==> src/rtl/gpc_pkg.sv <==
// Package for the grid path counter: payload widths, configuration types and the
// result record shared by the top level and the output buffer.
// No dependencies.
`default_nettype none

package gpc_pkg;

	localparam int WAYS_W = 64;
	localparam int SIZE_W = 7;
	localparam int APB_DW = 32;
	localparam int APB_AW = 3;

	// Register indexes, taken from paddr[2].
	localparam logic REG_ROWS = 1'b0;
	localparam logic REG_COLS = 1'b1;

	localparam logic [SIZE_W-1:0] ROWS_RESET = 7'd10;
	localparam logic [SIZE_W-1:0] COLS_RESET = 7'd10;

	typedef struct packed {
		logic [SIZE_W-1:0] rows;
		logic [SIZE_W-1:0] cols;
		logic              restart;
	} gpc_cfg_t;

	typedef struct packed {
		logic [WAYS_W-1:0] ways;
		logic              sat;
		logic              last;
	} gpc_res_t;

endpackage

`default_nettype wire

==> src/rtl/gpc_regs.sv <==
// APB configuration registers of the grid path counter (rows and columns in use).
// A write also restarts the grid position. Depends on gpc_pkg.
`default_nettype none

module gpc_regs
	import gpc_pkg::*;
(
	input  wire logic              clk,
	input  wire logic              arst_n,
	input  wire logic              psel,
	input  wire logic              penable,
	input  wire logic              pwrite,
	input  wire logic [APB_AW-1:0] paddr,
	input  wire logic [APB_DW-1:0] pwdata,
	output logic      [APB_DW-1:0] prdata,
	output logic                   pready,
	output gpc_cfg_t               cfg
);

	logic [SIZE_W-1:0] rows_q;
	logic [SIZE_W-1:0] cols_q;
	logic              wr_en;

	assign pready = 1'b1;
	assign wr_en  = psel && penable && pwrite;

	always_ff @(posedge clk or negedge arst_n) begin
		if (!arst_n) begin
			rows_q <= ROWS_RESET;
			cols_q <= COLS_RESET;
		end else if (wr_en) begin
			unique case (paddr[2])
				REG_ROWS: rows_q <= pwdata[SIZE_W-1:0];
				REG_COLS: cols_q <= pwdata[SIZE_W-1:0];
				default:  ;
			endcase
		end
	end

	always_comb begin
		unique case (paddr[2])
			REG_ROWS: prdata = APB_DW'(rows_q);
			REG_COLS: prdata = APB_DW'(cols_q);
			default:  prdata = '0;
		endcase
	end

	assign cfg.rows    = rows_q;
	assign cfg.cols    = cols_q;
	assign cfg.restart = wr_en;

endmodule

`default_nettype wire

==> config.mk <==
export PLATFORM = sky130hd
export DESIGN_NAME = gpc_regs
export DESIGN_NICKNAME = d
export VERILOG_FILES = /design/src/rtl/gpc_pkg.sv /design/src/rtl/gpc_regs.sv
export SDC_FILE = /design/constraint.sdc
export NUM_CORES = 1
export LEC_CHECK = 0
export CORE_MARGIN = 2
export CORE_UTILIZATION = 60
export DETAILED_ROUTE_END_ITERATION = 7
export DONT_BUFFER_PORTS = 1
export MAX_ROUTING_LAYER = met4
export PLACE_DENSITY_LB_ADDON = 0.12
export SYNTH_ARGS = -nofsm -noshare
export SYNTH_HDL_FRONTEND = slang
export SYNTH_SLANG_ARGS = --single-unit
==> constraint.sdc <==
create_clock -name clk -period 1.5 [get_ports clk]
set_input_delay 0.075 -clock clk [delete_from_list [all_inputs] [get_ports clk]]
set_output_delay 0.075 -clock clk [all_outputs]
set_load 0.02 [all_outputs]
==> flow_summary_export.csv <==
group,metric,value,unit
logic_synthesis,ys_seq_area_frac,0.4152,
clock_network,cts_tree,"built",
logic_synthesis,synth_top_area_cell,"dfrtp_1",
worst_setup_path,required,1.42,ns
worst_setup_path,crit_path_start_kind,"register",
logic_synthesis,synth-xor-area-share,0,
logic_synthesis,synthAdderAreaFrac,0,
clock_network,clk_pin_slew,0.09,ns
worst_setup_path,cp_data_arrival_time,1.12,ns
global_routing,grt_pass1_vias,395,
route,dr_total_vias,445,
route,vias_per_cell,4.890,
clock_network,numCtsBuffers,3,
logic_synthesis,ys_warn_count,0,
global_routing,grt_max_degree,15,
clock_network,clockRootBuffer,"clkbuf_4",
floorplanning,core_area,0.001318,mm^2
worst_setup_path,worstPathCellList,"mux2_2",
timing,fin_crit_sh,0.7971,
final_layout,fin_area,867.1,um^2
run_status,status,"finished, final reports clean",
worst_setup_path,cp_slowest_stage_delay,0.60,ns
timing,relSlewSlack,0.5943,
route,drc,0,
final_layout,finalNetCount,117,
timing,tightest_slew,0.6066,ns
logic_synthesis,synth_commonest_cells,"buf_4 (27), mux2_2 (21), dfrtp_1 (10), dfstp_2 (4), conb_1 (2)",
floorplanning,die_height,41.77,um
placement,dpl.hpwl,918.3,um
power,leakage,0.4187,nW
final_layout,diodes,0,
logic_synthesis,async_flop_share,1.000,
timing,setup_violations,0,
power,vdd_ir_drop_max,0.8259,mV
final_layout,area_delta_synth_final,1.316,%
logic_synthesis,synth_top_family_by_area,"multiplexers",
timing,finalClockSkew,0,ns
logic_synthesis,synthSimpleGateAreaFrac,0.04971,
worst_setup_path,critPathTopFamily,"flip-flops",
clock_network,worstSkewPairLatency,0.28,ns
global_routing,overflow,0,
route,drtIter0Drc,2,
logic_synthesis,ys_ff_latch,14,
logic_synthesis,syn_area_per_cell,12.59,um^2
final_layout,drive_gt1_frac,0.4079,
run,max_cap_violations,0,
worst_setup_path,slowest_stage,"dfstp_2",
clock_network,clkSinkCount,14,
logic_synthesis,syn_inst,68,
floorplanning,num_io_pins,88,
logic_synthesis,synth_top_area_share,0.2924,
global_routing,antenna_found_initial,0,
clock_network,cts_buffer_depth,2,
worst_setup_path,path_class,"reg -> out",
timing,tns,0,ns
floorplanning,die_area,0.001744,mm^2
logic_synthesis,syn_area,855.8,um^2
worst_setup_path,rrSetupSlack,0.59,ns
power,power_density,1396,mW/mm^2
logic_synthesis,synth.distinct_cells,9,
route,ant_nets,0,
timing,layout_setup_ws,0.3044,ns
timing,fin_crit,1.196,ns
hold_path,hold_class,"in -> reg",
worst_setup_path,cp-end-kind,"primary output",
clock_network,h-tree-depth,1,
worst_setup_path,critPathBufInv,0,
timing,drv_slew,0,
logic_synthesis,dominantRegCellSynth,"dfrtp_1",
route,first_pass_iters,2,
logic_synthesis,synth_compound_area_frac,0,
route,wl,1.228,mm
placement,pre_cts_slack,0.5927,ns
floorplanning,rows,13,
timing,grt_setup_unrepaired,"false",
global_routing,grt_pass1_wl,1.897,mm
floorplanning,initial_core_util,0.6496,
logic_synthesis,synth.mux.area_fraction,0.2763,
floorplanning,die_w,41.77,um
timing,fmax,836.4,MHz
clock_network,cts_resized,0,
logic_synthesis,synth.area.top_cells,"dfrtp_1 (29%), mux2_2 (28%), buf_4 (24%)",
global_routing,grt_usage,0.1523,
clock_network,post_cts_buffers,0,
placement,gp_congestion,0.6428,
placement,io_buffer_count,0,
placement,placed_area,750.7,um^2
worst_setup_path,crit_fanout,3,
timing,hold_viol_final,0,
logic_synthesis,synth_edf_count,0,
power,total_power,1.210,mW
route,wl_per_cell,13.49,um
logic_synthesis,synth.most_common_cell,"buf_4",
per-stage QoR:
| stage | util | hold WS (ns) | std cells |
|---|---|---|---|
| after detailed placement | 0.5698 | -0.2203 | 79 |
| after CTS | 0.6581 | 0.1054 | 91 |
| after global placement | 0.5698 | -0.2204 | 79 |
| final | 0.6581 | 0.1080 | 91 |
| after global routing | 0.6581 | 0.1022 | 91 |
| after floorplan | - | -0.2206 | 92 |
per-layer routing:
layer  GRT usage  wire length [um]  vias up
li1            -                 -      192
met1      0.1894               474      213
met2      0.2281               598       38
met3     0.03913               145        2
met4     0.07742                10        0
met5           -                 0        -
timing repair:
item | CTS | global route
hold endpoints to repair | 28 | 0
setup endpoints to repair | 0 | 0
hold buffers | 8 | 0
logic make-up (layout without fill, tap and decap cells):
kind of cell	count (synthesis)	count (layout)
and+or+nand+nor	3	3
other	2	26
buffers and inverters	28	12
DFF	14	14
muxes	21	21
final cells by class:
| type | count | area [um^2] |
|---|---|---|
| fill | 114 | 450.4 |
| multi-input combinational | 50 | 376.6 |
| sequential | 14 | 355.3 |
| timing repair buffer | 8 | 80.08 |
| clock buffer | 4 | 36.28 |
| tap | 15 | 18.77 |
state kept, by name, summed over array words and instances, names as in the netlist:
signal  cells
rows_q      7
cols_q      7
power breakdown:
part           switching, mW  leakage (nW)  internal [mW]
Clock                  0.120        0.0210          0.147
Combinational          0.171         0.236          0.117
Sequential             0.176         0.162          0.479
Total                  0.466         0.419          0.744
worst paths after layout:
path                                             from                    end  cells past startpoint
worst max-delay path            cols_q[1]$_DFFE_PN1P_              prdata[1]                      1
worst min-delay path                          penable  rows_q[2]$_DFFE_PN0P_                      2
worst max register to register  cols_q[5]$_DFFE_PN0P_  cols_q[5]$_DFFE_PN0P_                      1
worst min register to register  rows_q[1]$_DFFE_PN1P_  rows_q[1]$_DFFE_PN1P_                      1
max in group asynchronous                      arst_n  cols_q[5]$_DFFE_PN0P_                      1
min in group asynchronous                      arst_n  cols_q[6]$_DFFE_PN0P_                      1
cells in the final DEF, fill, tap and decap left out:
cell type,instances
and3_1,1
dfstp_2,4
dlygate4sd3_1,8
nand4b_4,1
clkbuf_8,1
nand4_2,1
mux2_2,21
clkbuf_4,3
conb_1,26
dfrtp_1,10
(Power assumes the default switching activity.)
