File: src/rtl/gpc_pkg.sv
// Package for the grid path counter: payload widths, configuration types and the
// result record shared by the top level and the output buffer.
// No dependencies.
`default_nettype none

package gpc_pkg;

	localparam int WAYS_W = 64;
	localparam int SIZE_W = 7;
	localparam int APB_DW = 32;
	localparam int APB_AW = 3;

	// Register indexes, taken from paddr[2].
	localparam logic REG_ROWS = 1'b0;
	localparam logic REG_COLS = 1'b1;

	localparam logic [SIZE_W-1:0] ROWS_RESET = 7'd10;
	localparam logic [SIZE_W-1:0] COLS_RESET = 7'd10;

	typedef struct packed {
		logic [SIZE_W-1:0] rows;
		logic [SIZE_W-1:0] cols;
		logic              restart;
	} gpc_cfg_t;

	typedef struct packed {
		logic [WAYS_W-1:0] ways;
		logic              sat;
		logic              last;
	} gpc_res_t;

endpackage

`default_nettype wire

File: src/rtl/gpc_cell.sv
// One cell of the row buffer chain: holds one column count of the previous row
// and shifts toward the head on every accepted request. Depends on gpc_pkg.
`default_nettype none

module gpc_cell
	import gpc_pkg::*;
(
	input  wire logic              clk,
	input  wire logic              shift,
	input  wire logic              is_tail,
	input  wire logic [WAYS_W-1:0] new_count,
	input  wire logic [WAYS_W-1:0] next_count,
	output logic      [WAYS_W-1:0] count
);

	logic [WAYS_W-1:0] count_q;

	// The tail cell takes the freshly computed count; the others take their neighbor's.
	always_ff @(posedge clk) begin
		if (shift) begin
			count_q <= is_tail ? new_count : next_count;
		end
	end

	assign count = count_q;

endmodule

`default_nettype wire

File: config.mk
export PLATFORM = sky130hd
export DESIGN_NAME = gpc_cell
export DESIGN_NICKNAME = d
export VERILOG_FILES = /design/src/rtl/gpc_pkg.sv /design/src/rtl/gpc_cell.sv
export SDC_FILE = /design/constraint.sdc
export NUM_CORES = 1
export LEC_CHECK = 0
export BUFFER_PORTS_ARGS = -buffer_cell sky130_fd_sc_hd__buf_2
export CAP_MARGIN = 20
export CELL_PAD_IN_SITES_DETAIL_PLACEMENT = 0
export CELL_PAD_IN_SITES_GLOBAL_PLACEMENT = 2
export CORE_MARGIN = 2
export CORE_UTILIZATION = 27
export CTS_CLUSTER_DIAMETER = 60
export DETAILED_ROUTE_END_ITERATION = 7
export PLACE_DENSITY_LB_ADDON = 0.1
export SLEW_MARGIN = 20
export SYNTH_ARGS = -nofsm -noshare
export SYNTH_HDL_FRONTEND = slang
export SYNTH_SLANG_ARGS = --single-unit
File: constraint.sdc
create_clock -name clk -period 1.2 [get_ports clk]
set_input_delay 0.24 -clock clk [delete_from_list [all_inputs] [get_ports clk]]
set_output_delay 0.24 -clock clk [all_outputs]
set_load 0.05 [all_outputs]
==> results of run 1 <==
## metal layers
layer	routed length (µm)	vias to the layer above
met4	155	0
met1	2800	889
li1	-	949
met5	0	-
met2	3390	108
met3	755	12
## cell type report
cell class | instances | area, µm² | share of cell area, %
well taps | 140 | 175 | 3.98
clock inverters | 4 | 22.5 | 0.511
repair buffers | 206 | 1210 | 27.5
clock buffers | 11 | 131 | 2.98
multi-input cells | 64 | 946 | 21.5
flip-flops and latches | 64 | 1920 | 43.6
## through the flow
stage,setup WS (ps),TNS [ps]
after floorplan,94.3,0
after global placement,-20.8,-666
final,40.3,0
after global routing,0.225,0
after CTS,1.39,0
after detailed placement,-49.6,-1340
## kinds of logic after synthesis
kind of cell / Yosys count / share of synthesized area [%]
muxes: 64 / 31.5
DFF: 64 / 64.1
buffers and inverters: 7 / 4.38
## final timing paths
kind	end	from	depth (start not counted)
setup / recovery	count[22]	count[22]$_DFFE_PP_	1
hold / removal	count[50]$_DFFE_PP_	new_count[50]	2
## cells in the final DEF, fill, tap and decap left out
cell        Yosys  layout
buf_2           0     164
edfxtp_1       64      64
mux2_4         60      60
buf_4           0      28
clkbuf_8        0       9
clkbuf_4        0       6
buf_12          6       5
mux2_2          4       4
clkinv_2        0       3
buf_6           1       3
clkbuf_1        0       2
clkinvlp_4      0       1
## power by group
group | total, mW | switching [mW] | internal, mW
Sequential | 2.75 | 0.0479 | 2.70
Combinational | 1.62 | 0.999 | 0.624
Clock | 1.53 | 0.799 | 0.729
Total | 5.90 | 1.85 | 4.05
## repair_timing
action | in CTS | in global routing
pin swaps | 0 | 0
resized for setup | 1 | 53
hold buffers | 0 | 0
gates cloned | 0 | 0
endpoints found under the setup margin | 1 | 29
==> results.py, run 1 <==
metrics = {
    "sta": {
        "rsz0062_at_grt": "false",
        "clock.fmax_mhz": 862,
        "finalSetupViolations": 0,
        "whs_ps": 203,
        "worst_pin_slew_ps": 267,
        "hold_viol": 0,
        "fin_crit_sh_pct": 96.6,
        "slew_headroom_pct": 82.4,
        "slew_violations": 0,
        "min_period_ps": 1160,
    },
    "routing": {
        "via_count": 1958,
        "drtIter0Drc": 48,
        "wl_per_cell_um": 14.5,
        "firstDrtPassIters": 4,
        "via_per_inst": 4.00,
        "drc": 0,
        "ant_nets": 0,
        "drt_wl_total_um": 7100,
    },
    "die": {
        "die_w_um": 109,
        "die_area_mm2": 0.0120,
        "rows": 38,
        "die_y_um": 109,
        "start_util_pct": 27.7,
        "ioPinCount": 195,
        "core_mm2": 0.0108,
    },
    "critical_path": {
        "path_max_fanout": 1,
        "path_buf_inv": 1,
        "cp.required_ps": 960,
        "endpoint_kind": "primary output",
        "critPathTopFamily": "flip-flops",
        "path_cells": "buf_2",
        "cp.arrival_ps": 920,
        "crit_slowest_cell": "edfxtp_1",
        "critPathKind": "flop to primary output",
        "start_kind": "flop",
        "slowest_delay_ps": 370,
    },
    "place": {
        "post_dp_cell_area_mm2": 0.00417,
        "io_buffer_count": 194,
        "hpwl_um": 5640,
        "place.gp.congestion": 0.744,
        "dp.cells": 474,
    },
    "synth": {
        "synth_top_area_cell": "edfxtp_1",
        "ys.warnings.count": 0,
        "synth_fp_nets": 266,
        "synth-edff-count": 64,
        "synthesis.area_mm2": 0.00300,
        "synthMostInstantiatedCell": "edfxtp_1",
        "synthTopCellsByCount": "edfxtp_1 (64), mux2_4 (60), buf_12 (6)",
        "yosysSeqAreaShare_pct": 64.1,
        "ys_seq_elements": 64,
        "async_flop_share_pct": 0,
        "synth.avg_cell_area_um2": 22.2,
        "netlist.area_leader.share_pct": 64.1,
        "ys_types": 5,
        "synth_flop_cell": "edfxtp_1",
        "synthCells": 135,
        "synth_area_leaders": "edfxtp_1 (64%), mux2_4 (30%), buf_12 (4.0%), mux2_2 (1.5%), buf_6 (0.38%)",
    },
    "clocking": {
        "cts_made_buffers": 9,
        "clkSinkCount": 64,
        "clkTransAtPathRegs_ps": 70,
        "cts_setup_buffers": 0,
        "max-clock-path-buffers": 2,
        "cts_tree": "built",
        "cts_htree_levels": 3,
        "root_buffer": "clkbuf_8",
    },
    "cells_and_area": {
        "syn_to_final_growth_pct": 46.9,
        "largest_reg_flops": 64,
        "final_nets": 476,
        "fillers": 1042,
        "diodes": 0,
        "design_area_mm2": 0.00441,
        "final_core_util_pct": 40.7,
        "finalNonFillerCells": 489,
        "drive_gt1_share_pct": 81.1,
    },
    "global_route": {
        "antenna_found_initial": 0,
        "overflow": 0,
        "grt_pass1_wl_um": 10100,
        "use_met3_pct": 4.62,
        "grt_max_degree": 35,
        "track_usage_pct": 11.4,
        "use_met1_pct": 12.9,
        "grt_util_met2_pct": 18.5,
        "top_usage_layer": "met2",
        "grt_pass1_vias": 1969,
    },
    "pwr": {
        "p_leak_nw": 2.09,
        "ir_drop_uv": 501,
        "power.density_mw_per_mm2": 1340,
        "report.power.total_mw": 5.90,
    },
    "min_path": {
        "worst_hold_path_type": "input pin to flop",
    },
    "status": {
        "status": "complete, no violations",
    },
    "run": {
        "maxCapViolations": 0,
    },
}
No activity file was read; power rests on OpenSTA's default activity.
==> run 2, diff against run 1 <==
- ABC_AREA: unset -> 1
- CORE_UTILIZATION: 27 -> 22
- TNS_END_PERCENT: unset -> 100
==> run 2 against run 1 <==
Core utilization fell by 6.1 points. Non-clock buffer count fell by 5. Synthesized cell count rose by 100%. Combinational power fell by 10%. Critical path depth did not move. Cell count rose by 31%. Critical endpoint is now count[21]. Largest cell class unchanged. Worst setup slack got worse by 3.5 ps. Total power rose by 10%. Worst hold slack got worse by 22 ps.
==> results.py, run 2 <==
metrics = {
    "pwr": {
        "ir_drop_uv": 695,
        "p_leak_nw": 2.14,
        "power_switching_share_pct": 31.1,
        "power.density_mw_per_mm2": 1540,
        "power_frac_clock_pct": 35.3,
        "p_int_mw": 4.48,
        "pwr-share-seq_pct": 42.3,
        "share_comb_of_total_power_pct": 22.4,
        "p_sw_mw": 2.02,
    },
    "global_route": {
        "antenna_found_initial": 0,
        "grt_pass1_wl_um": 12000,
        "grt_max_degree": 45,
        "track_usage_pct": 12.0,
        "overflow": 0,
        "grt_pass1_vias": 2380,
    },
    "sta": {
        "slew_headroom_pct": 81.8,
        "finalSetupViolations": 0,
        "fin_crit_sh_pct": 96.9,
        "whs_ps": 181,
        "rsz0062_at_grt": "false",
        "min_period_ps": 1160,
        "slew_violations": 0,
        "hold_viol": 0,
        "clock.fmax_mhz": 860,
        "tns_ps": 0,
        "worst_pin_slew_ps": 274,
    },
    "synth": {
        "synth_simple_gate_area_share_pct": 26.1,
        "synth_area_leaders": "edfxtp_1 (69%), nand2_1 (26%), clkbuf_8 (3.0%), buf_2 (1.1%), buf_4 (0.27%)",
        "synthTopCellsByCount": "nand2_1 (192), edfxtp_1 (64), buf_2 (6), clkbuf_8 (6)",
        "synthCells": 270,
        "synth_top_area_cell": "edfxtp_1",
        "synthXorXnorAreaFrac_pct": 0,
        "yosys-mux-area-fraction_pct": 0,
        "ys_types": 6,
        "synthMostInstantiatedCell": "nand2_1",
        "ys_seq_elements": 64,
        "synth_fp_nets": 401,
        "ys.warnings.count": 0,
        "synth_top_family_by_area": "simple AND/OR/NAND/NOR gates",
        "synthesis.area_mm2": 0.00277,
        "synth-adder-area-share_pct": 0,
        "synth_compound_area_share_pct": 0,
        "synth.avg_cell_area_um2": 10.2,
        "yosysSeqAreaShare_pct": 69.5,
        "synth_flop_cell": "edfxtp_1",
        "synth-edff-count": 64,
        "async_flop_share_pct": 0,
        "netlist.area_leader.share_pct": 69.5,
    },
    "cells_and_area": {
        "multi_input_area_um2": 721,
        "syn_to_final_growth_pct": 52.1,
        "layout_common_cells": "nand2_1 (192), buf_2 (187), edfxtp_1 (64), clkbuf_16 (9), buf_4 (5)",
        "drive_gt1_share_pct": 45.4,
        "fillers": 1294,
        "final_nets": 600,
        "mostFrequentLayoutCell": "nand2_1",
        "diodes": 0,
        "design_area_mm2": 0.00421,
        "largest_reg_flops": 64,
        "seq_area_mm2": 0.00192,
    },
    "critical_path": {
        "path_cells": "clkbuf_4",
        "critPathTopFamily": "flip-flops",
        "path_max_fanout": 1,
        "cp.arrival_ps": 920,
        "slowest_delay_ps": 380,
        "cp.required_ps": 960,
        "path_buf_inv": 1,
        "critPathKind": "flop to primary output",
        "endpoint_kind": "primary output",
        "start_kind": "flop",
        "crit_slowest_cell": "edfxtp_1",
    },
    "clocking": {
        "cts_htree_levels": 3,
        "ctsResizeCount": 0,
        "hold_buffers": 0,
        "cts_tree": "built",
        "clkTransAtPathRegs_ps": 50,
        "cts_setup_buffers": 0,
        "max-clock-path-buffers": 2,
        "root_buffer": "clkbuf_16",
        "cts_made_buffers": 9,
        "clkSinkCount": 64,
    },
    "die": {
        "rows": 40,
        "die_w_um": 116,
        "die_area_mm2": 0.0135,
        "start_util_pct": 22.7,
        "die_y_um": 116,
        "core_mm2": 0.0122,
        "ioPinCount": 195,
    },
    "routing": {
        "firstDrtPassIters": 4,
        "ant_nets": 0,
        "wl_per_cell_um": 12.7,
        "drc": 0,
        "via_count": 2461,
        "via_per_inst": 3.83,
        "drt_wl_total_um": 8180,
        "drtIter0Drc": 89,
    },
    "place": {
        "post_dp_cell_area_mm2": 0.00393,
        "io_buffer_count": 194,
        "hpwl_um": 5890,
        "place.gp.congestion": 0.692,
    },
    "run": {
        "maxCapViolations": 0,
    },
    "status": {
        "status": "complete, no violations",
    },
    "min_path": {
        "worst_hold_path_type": "input pin to flop",
    },
}
==> run 2: routing by layer <==
| layer | share of wire (%) | track usage, % | routed length (µm) | vias to the layer above |
|---|---|---|---|---|
| met5 | 0 | 0 | 0 | - |
| met4 | 1.6 | 5.24 | 131 | 0 |
| met1 | 43 | 14.1 | 3500 | 1051 |
| li1 | - | - | - | 1270 |
| met2 | 43 | 18.7 | 3500 | 130 |
| met3 | 13 | 5.81 | 1050 | 10 |
==> run 2: metrics by stage <==
stage	std cells	util, %	power (mW)	setup slack, ps
after floorplan	270	-	3.75	316
after global placement	626	32.3	4.25	167
after detailed placement	626	32.3	4.25	153
after CTS	642	34.4	6.59	12.5
after global routing	642	34.6	6.81	5.16
final	642	34.6	6.50	36.8
==> run 2: final timing paths <==
path                                 from                   to  slack [ps]  cells past startpoint
worst min-delay path       next_count[24]  count[24]$_DFFE_PP_         180                      3
worst max-delay path  count[21]$_DFFE_PP_            count[21]          40                      1
==> run 2: kinds of logic after synthesis <==
logic type             after synthesis
AND/OR/NAND/NOR                    192
buffers and inverters               14
flip-flops                          64
==> run 2: cell type report <==
cell class,count,share of cell area (%)
Timing Repair Buffer,201,26.0
Sequential cell,64,45.7
Tap cell,168,5.00
Clock buffer,11,5.53
Clock inverter,5,0.565
Inverter,1,0.0892
Multi-Input combinational cell,192,17.1
==> run 2: power groups by stage <==
| stage | logic, mW | clock network (mW) | registers, mW |
|---|---|---|---|
| after global routing | 1.57 | 2.48 | 2.77 |
| after CTS | 1.47 | 2.38 | 2.75 |
| after floorplan | 0.220 | 0 | 3.53 |
| after global placement | 1.46 | 0 | 2.79 |
| after detailed placement | 1.46 | 0 | 2.79 |
| final | 1.45 | 2.29 | 2.75 |
==> run 3, diff against run 2 <==
- SLEW_MARGIN: 20 -> unset
- clock period: 1.2 -> 1.26 ns (I/O delays scaled with it)
==> run 3 against run 2 <==
Global-route usage unchanged. Sequential cell count unchanged. Die area unchanged. Via count down 0.24%. Critical path depth unchanged. Cell count unchanged. Non-clock buffer count unchanged. Total power down 5.0%. First-iteration DRC count up 9.0%. Count of clock-buffer cells in the layout unchanged.
==> results.py, run 3 (synthesized netlist as in run 2, its figures left out) <==
metrics = {
    "die": {
        "die_area_mm2": 0.0135,
        "die_w_um": 116,
        "start_util_pct": 22.7,
        "core_mm2": 0.0122,
        "die_y_um": 116,
        "rows": 40,
        "ioPinCount": 195,
    },
    "routing": {
        "drc": 0,
        "ant_nets": 0,
        "firstDrtPassIters": 4,
        "via_count": 2455,
        "drtIter0Drc": 97,
        "via_per_inst": 3.82,
        "wl_per_cell_um": 12.7,
        "drt_wl_total_um": 8170,
    },
    "status": {
        "status": "complete, no violations",
    },
    "critical_path": {
        "path_max_fanout": 1,
        "start_kind": "flop",
        "cp.arrival_ps": 920,
        "path_cells": "buf_2",
        "slowest_delay_ps": 380,
        "critPathTopFamily": "flip-flops",
        "startpoint": "count[20]$_DFFE_PP_",
        "crit_slowest_cell": "edfxtp_1",
        "critPathKind": "flop to primary output",
        "cp.required_ps": 1010,
        "cp_num_cells": 1,
        "path_buf_inv": 1,
        "endpoint_kind": "primary output",
    },
    "cells_and_area": {
        "diodes": 0,
        "mostFrequentLayoutCell": "buf_2",
        "final_nets": 600,
        "largest_reg_flops": 64,
        "multi_input_area_um2": 721,
        "fillers": 1295,
        "layout_common_cells": "buf_2 (194), nand2_1 (192), edfxtp_1 (64), clkbuf_16 (9)",
        "seq_area_mm2": 0.00192,
        "drive_gt1_share_pct": 45.4,
        "syn_to_final_growth_pct": 51.3,
    },
    "place": {
        "place.gp.congestion": 0.690,
        "io_buffer_count": 194,
        "hpwl_um": 5890,
    },
    "sta": {
        "whs_ps": 193,
        "clock.fmax_mhz": 852,
        "hold_viol": 0,
        "fin_crit_sh_pct": 93.1,
        "rsz0062_at_grt": "false",
        "slew_violations": 0,
        "slew_headroom_pct": 80.5,
        "worst_pin_slew_ps": 294,
        "tns_ps": 0,
        "min_period_ps": 1170,
        "finalSetupViolations": 0,
    },
    "global_route": {
        "track_usage_pct": 12.0,
        "overflow": 0,
        "grt_max_degree": 45,
        "grt_pass1_vias": 2380,
        "grt_pass1_wl_um": 12000,
        "antenna_found_initial": 0,
    },
    "pwr": {
        "power.density_mw_per_mm2": 1470,
        "p_leak_nw": 2.14,
        "ir_drop_uv": 662,
    },
    "run": {
        "maxCapViolations": 0,
    },
    "min_path": {
        "holdPathStages": 3,
        "min-delay-start": "next_count[24]",
        "worst_hold_path_type": "input pin to flop",
    },
    "clocking": {
        "cts_htree_levels": 3,
        "hold_buffers": 0,
        "root_buffer": "clkbuf_16",
        "cts_setup_buffers": 0,
        "clkTransAtPathRegs_ps": 50,
        "max-clock-path-buffers": 2,
        "cts_made_buffers": 9,
        "ctsResizeCount": 0,
        "clkSinkCount": 64,
        "cts_tree": "built",
    },
}
[run 3: cell types whose count changed in the layout (fill, tap and decap cells not counted), sizes merged]
| cell | previous run | this run |
|---|---|---|
| clkbuf | 15 | 11 |
| buf | 197 | 201 |
[run 3: per-stage QoR]
step,setup WS [ps],cell area [µm²],power (mW),util (%),std cells
4_1_cts,60.5,4190,6.28,34.4,642
2_1_floorplan,364,2770,3.57,-,270
5_1_grt,21.2,4190,6.48,34.4,642
3_5_place_dp,201,3930,4.05,32.3,626
3_3_place_gp,215,3930,4.05,32.3,626
6_report,87.0,4190,6.17,34.4,642
[run 3: layout make-up]
cell class | instances | area share, %
tap | 168 | 5.02
multi-input combinational | 192 | 17.2
clock buffer | 11 | 5.56
inverter | 1 | 0.0897
clock inverter | 5 | 0.568
sequential | 64 | 45.9
timing repair buffer | 201 | 25.6
[run 3: power by group]
| group | internal [mW] | switching [mW] |
|---|---|---|
| clock | 1.31 | 0.875 |
| sequential | 2.58 | 0.0391 |
| combinational | 0.366 | 1.01 |
[run 3: worst paths after layout]
kind,to,slack (ps)
max,count[20],90
min,count[24]$_DFFE_PP_,190
[run 3: per-layer routing]
metal	wire length, µm	GRT usage (%)
met3	1060	5.81
met1	3500	14.1
met2	3480	18.7
met5	0	0
met4	131	5.24
